<file path="config.mk">
export PLATFORM = sky130hd
export DESIGN_NAME = tsa_ctrl
export DESIGN_NICKNAME = d
export VERILOG_FILES = /design/src/rtl/tsa_pkg.sv /design/src/rtl/tsa_ctrl.sv
export SDC_FILE = /design/constraint.sdc
export NUM_CORES = 1
export LEC_CHECK = 0
export ABC_AREA = 1
export BUFFER_PORTS_ARGS = -buffer_cell sky130_fd_sc_hd__buf_2
export CAP_MARGIN = 20
export CORE_AREA = 10 10 47 49
export DETAILED_ROUTE_END_ITERATION = 8
export DIE_AREA = 0 0 57 59
export SLEW_MARGIN = 10
export SYNTH_ARGS = -nofsm -noshare
export SYNTH_HDL_FRONTEND = slang
export SYNTH_SLANG_ARGS = --single-unit
</file>
<file path="constraint.sdc">
create_clock -name clk -period 1.5 [get_ports clk]
set_input_delay 0.075 -clock clk [delete_from_list [all_inputs] [get_ports clk]]
set_output_delay 0.075 -clock clk [all_outputs]
set_load 0.005 [all_outputs]
</file>
<file path="src/rtl/tsa_pkg.sv">
package tsa_pkg;

	localparam int NUM_TYPES      = 8;
	localparam int SLOTS_PER_TYPE = 256;
	localparam int INDEX_ENTRIES  = 1024;
	localparam int TYPE_W         = 3;
	localparam int SLOT_W         = 8;
	localparam int IDX_W          = 10;
	localparam int CNT_W          = 9;
	localparam int KEY_W          = 64;

	localparam logic [1:0] KIND_FIND   = 2'd0;
	localparam logic [1:0] KIND_INSERT = 2'd1;
	localparam logic [1:0] KIND_ERASE  = 2'd2;
	localparam logic [1:0] KIND_CLEAR  = 2'd3;

	localparam logic [2:0] ST_FOUND   = 3'd0;
	localparam logic [2:0] ST_MISSING = 3'd1;
	localparam logic [2:0] ST_CREATED = 3'd2;
	localparam logic [2:0] ST_UPDATED = 3'd3;
	localparam logic [2:0] ST_MOVED   = 3'd4;
	localparam logic [2:0] ST_FULL    = 3'd5;

	typedef struct packed {
		logic capture;
		logic wipe;
		logic clear_counts;
		logic scan;
		logic decide;
		logic push;
		logic alloc;
		logic pop_data;
		logic write;
		logic load_out;
	} tsa_cmd_t;

	typedef struct packed {
		logic in_clear;
		logic wipe_last;
		logic scan_last;
		logic do_push;
		logic do_alloc;
		logic do_pop;
		logic do_write;
		logic out_free;
	} tsa_stat_t;

	typedef struct packed {
		logic              valid;
		logic [KEY_W-1:0]  key;
		logic [TYPE_W-1:0] ltype;
		logic [SLOT_W-1:0] lslot;
	} tsa_entry_t;

endpackage

</file>
<file path="src/rtl/tsa_ctrl.sv">
module tsa_ctrl (
	input  logic              clk,
	input  logic              arst_n,
	input  logic              in_valid,
	output logic              in_stall,
	input  tsa_pkg::tsa_stat_t stat,
	output tsa_pkg::tsa_cmd_t  cmd
);
	import tsa_pkg::*;

	typedef enum logic [3:0] {
		S_WIPE, S_IDLE, S_CLEAR, S_SCAN, S_DECIDE, S_ROUTE, S_PUSH, S_ALLOC, S_POPW, S_WRITE,
		S_OUT
	} state_t;

	state_t state_q, state_d;

	assign in_stall = (state_q != S_IDLE);

	always_comb begin
		cmd     = '0;
		state_d = state_q;
		unique case (state_q)
			S_WIPE: begin
				cmd.wipe = 1'b1;
				if (stat.wipe_last) state_d = S_IDLE;
			end
			S_IDLE: begin
				if (in_valid) begin
					cmd.capture = 1'b1;
					if (stat.in_clear) begin
						cmd.clear_counts = 1'b1;
						state_d = S_CLEAR;
					end else begin
						state_d = S_SCAN;
					end
				end
			end
			S_CLEAR: begin
				cmd.wipe = 1'b1;
				if (stat.wipe_last) state_d = S_OUT;
			end
			S_SCAN: begin
				cmd.scan = 1'b1;
				if (stat.scan_last) state_d = S_DECIDE;
			end
			S_DECIDE: begin
				cmd.decide = 1'b1;
				state_d = S_ROUTE;
			end
			S_ROUTE: begin
				if (stat.do_push) state_d = S_PUSH;
				else if (stat.do_alloc) state_d = S_ALLOC;
				else if (stat.do_write) state_d = S_WRITE;
				else state_d = S_OUT;
			end
			S_PUSH: begin
				cmd.push = 1'b1;
				state_d = stat.do_alloc ? S_ALLOC : S_WRITE;
			end
			S_ALLOC: begin
				cmd.alloc = 1'b1;
				state_d = stat.do_pop ? S_POPW : S_WRITE;
			end
			S_POPW: begin
				cmd.pop_data = 1'b1;
				state_d = S_WRITE;
			end
			S_WRITE: begin
				cmd.write = 1'b1;
				state_d = S_OUT;
			end
			S_OUT: begin
				if (stat.out_free) begin
					cmd.load_out = 1'b1;
					state_d = S_IDLE;
				end
			end
			default: state_d = S_IDLE;
		endcase
	end

	always_ff @(posedge clk or negedge arst_n) begin
		if (!arst_n) begin
			state_q <= S_WIPE;
		end else begin
			state_q <= state_d;
		end
	end
endmodule

</file>
Yosys cells after proc, flatten, opt, wreduce, memory -nomap -nowiden:

Index checks and enable logic that the tools add are counted.

* equal/unequal tests: 16
* multiplexer cells: 26
* reduce and logical (&&, ||, !) cells: 3

Operator list (number)
* 4-bit one-hot mux with 11 select lines: 1
* 4-bit two-way mux: 8
* 4-bit by 3-bit == test with 1-bit output, second input constant: 4
* 1-bit two-way mux: 16
* 4-bit == test, second input constant: 3
* 2-bit inequality test, second input constant: 5
* 4-bit by 2-bit == test with 1-bit output, second input constant: 2
* 5-bit AND reduction: 1
* 4-bit by 1-bit == test with 1-bit output, second input constant: 1
* 4-bit zero test: 1
* 4-bit by 1-bit inequality test with 1-bit output, second input constant: 1
* 2-bit two-way mux: 1
* 2-bit OR reduction: 1

* register bits: 4
* bits of input ports: 11

Longest topological paths before layout:

* depth after elaboration: 4
* mapped depth: 9
* mapped depth without buffers: 9

Least setup slack after synthesis:

No wires, ideal clock.

* path kind: reg-to-reg
* start point: register state_q[1]
* end point: register state_q[3]
* setup time: 0.117 ns
* arrival: 1.020 ns
* path slack: 0.363 ns
* cell stages (with the launch flop): 9
* clock period less this slack: 1.137 ns
* cells stage by stage: dfrtp_1 nand2_1 clkinv_1 nand2_1 clkinv_1 a21oi_1 nand3_1 nand2_1 nand2_1

* word-level cells in the longest chain between the ends: 3
* elaborated cells between the ends (all ways): 18
* classes of those cells: eq/ne (15); mux (1); reduce/logical (2)

RTL lines
* start, declared: line tsa_ctrl.sv:16 `state_t state_q, state_d;`
* start signal, assigned: line tsa_ctrl.sv:87 `state_q <= state_d;`
* 4-bit by 2-bit == test with 1-bit output, or another cell as far along: line tsa_ctrl.sv:23 `unique case (state_q)`
* 2-bit inequality test (no line)
* 5-bit AND reduction (no line)

Several ways; a longest one is shown, not always the timed one.
A chain may end at the register's enable or synchronous reset.

==> flow_summary.ini <==
[cells_and_area]
drive_gt1_share_pct = 32.7
largest_register = state_q
fin_cells = 126
top_regs = state_q x4
multiInputGateArea_sq_um = 283
largest_reg_flops = 4
final_nets = 123
seq_area_sq_um = 100
syn_to_final_growth_pct = 34.4
nFillCells = 172
antenna_cells = 0

[placed_design]
hpwl_mm = 1.16
post-place-ws_ns = 0.177
io_buffers = 21
placedCellCount = 122
gp_congestion = 0.815

[timing]
maxSlewHeadroom_pct = 81.6
worst_slew_pin_slew_ns = 0.275
min_period_over_period_pct = 89.0
fmax_mhz = 749
worst_slack_ns = 0.165
setup_viol = 0
fin_worst_skew_ns = 0.00170
finalCriticalPeriod_ns = 1.33
finalMaxSlewViolations = 0
final.setup.tns_ns = 0
rsz0062_at_grt = no
hold_viol = 0

[floorplan]
dieWidth_um = 57
coreArea_sq_um = 1400
num_rows = 14
die-height_um = 59
start_util_pct = 32.7
pin_count = 22
die_area_sq_um = 3360

[logic_synthesis]
post_synth_main_area_contributors = dfrtp_1, nand2_1, inv_1, nor2_1, nand3_1
async_reset_ff_share_pct = 100
synth_top_area_share_pct = 21.9
yosysTopAreaCell = dfrtp_1
synth_common_cells = nand2_1, inv_1, nor2_1
synth_seq_area_share_pct = 21.9
netlist_area_sq_um = 458
synth_edf_count = 0
syn_inst = 85
syn_avg_cell_area_sq_um = 5.39
yosys_warnings = 0
yosysMostFrequentCell = nand2_1
synth-seq-cells = 4
synthesis.nets = 96
ys.flop_type = dfrtp_1
post_synth_num_cell_types = 17

[run]
maxCapViolations = 0

[drt]
avgRoutedWirePerCell_um = 10.6
drtAntennaViolNets = 0
vias = 558
drt-initial-drc-count = 14
route.detailed.drc = 0
drt-pass1-iter-count = 4
vias_per_cell = 4.43
drt_wl_total_mm = 1.34

[cts]
cts_resized = 0
clk_latency_ns = 0.23
htreeDepth = 1
cts_tree = done
clk_root_buffer_cell = clkbuf_4
numCtsBuffers = 3
clock_path_buffers = 2
clk_pin_slew_ns = 0.04
clock-sinks = 4

[power]
p_sw_mw = 0.610
powerDensity_nw_per_um2 = 1860
combPwrFrac_pct = 67.4
p_clk_share_pct = 11.3
p_sw_share_pct = 53.2
power_mw = 1.15
ir_drop_mv = 0.942
pwr-share-seq_pct = 21.4
p_int_mw = 0.536
p_leak_nw = 0.400

[status]
status = finished, final reports clean

[grt]
globalRouteTotalUtil_pct = 7.99
antenna_found_initial = 0
grt_max_degree = 8
grt_pass1_wl_mm = 2.26
first_global_vias = 554
overflow = 0

[worst_setup_path]
crit_arrival_ns = 1.26
end_kind = output pin
crit_type = flop to output pin
start_kind = flop
slowest_delay_ns = 0.41
path_cells = nor2_1, nand2_2, nor3_1, buf_2
required_ns = 1.42
crit_fanout = 5
crit_slowest_cell = dfrtp_1

[min_path]
hp-class = input pin to flop
==> cells by family (layout without fill, tap and decap cells) <==
family / after synthesis / after routing / synth area share (%)
buffers and inverters: 20 / 45 / 16.4
AO/OA/AOI/OAI: 8 / 8 / 10.9
AND/OR/NAND/NOR: 53 / 53 / 50.8
flip-flops: 4 / 4 / 21.9
==> cell type report <==
cell class / instances / share of cell area (%)
clock buffer: 3 / 3.66
sequential: 4 / 16.3
multi-input combinational: 61 / 45.9
inverter: 20 / 12.2
tap: 16 / 3.25
timing repair buffer: 22 / 18.7
==> placed cells by master, fill, tap and decap left out <==
| cell | instances |
|---|---|
| buf_2 | 21 |
| o21ai_2 | 2 |
| dfrtp_1 | 4 |
| clkbuf_4 | 3 |
| inv_2 | 4 |
| nor2_1 | 13 |
| nor2_4 | 1 |
| inv_1 | 14 |
| nor2_2 | 2 |
| nor3_1 | 2 |
| o21ai_0 | 1 |
| nand3_2 | 1 |
| dlygate4sd3_1 | 1 |
| a21oi_1 | 3 |
| clkinv_1 | 2 |
| nand2_2 | 2 |
| o211ai_1 | 1 |
| nand2_1 | 26 |
| nand3_1 | 6 |
| o21ai_1 | 1 |
==> power groups by stage <==
stage | Combinational (mW) | Sequential (mW) | Clock (mW)
4_1_cts | 0.786 | 0.243 | 0.136
5_1_grt | 0.906 | 0.253 | 0.145
2_1_floorplan | 0.565 | 0.227 | 0
3_3_place_gp | 0.785 | 0.241 | 0
6_report | 0.772 | 0.245 | 0.129
3_5_place_dp | 0.782 | 0.245 | 0
==> timing repair <==
action,CTS,global route
endpoints found under the hold margin,4,0
setup endpoints to repair,0,0
setup buffers,0,0
hold buffers,1,0
==> metrics by stage <==
step | instance area [sq um] | hold slack (ns) | util [%]
global route | 616 | 0.177 | 43.9
global placement | 583 | -0.118 | 41.6
detailed placement | 583 | -0.120 | 41.6
floorplan | 458 | -0.221 | -
finish | 616 | 0.151 | 43.9
CTS | 616 | 0.146 | 43.9
==> worst paths after layout <==
path	from	to	slack, ns	depth (start not counted)
max in group asynchronous	arst_n	state_q[0]	1.20	2
max	state_q[2]	cmd[7]	0.17	4
min reg2reg	state_q[0]	state_q[0]	0.65	2
min in group asynchronous	arst_n	state_q[2]	0.18	2
min	stat[0]	state_q[3]	0.15	4
max reg2reg	state_q[2]	state_q[3]	0.20	6
==> worst max-delay path: cells and delay by family, from the launching register on <==
family / cells / cell delay [ns]
simple gates: 3 / 0.49
flops: 1 / 0.41
buf+inv: 1 / 0.14
==> per-layer routing <==
layer / part of all wire, % / global-route usage [%]
met5: 0 / 0
met1: 43 / 9.28
met4: 0 / 3.02
met2: 49 / 12.9
met3: 8.3 / 3.22
No activity file was read; power rests on OpenSTA's default activity.
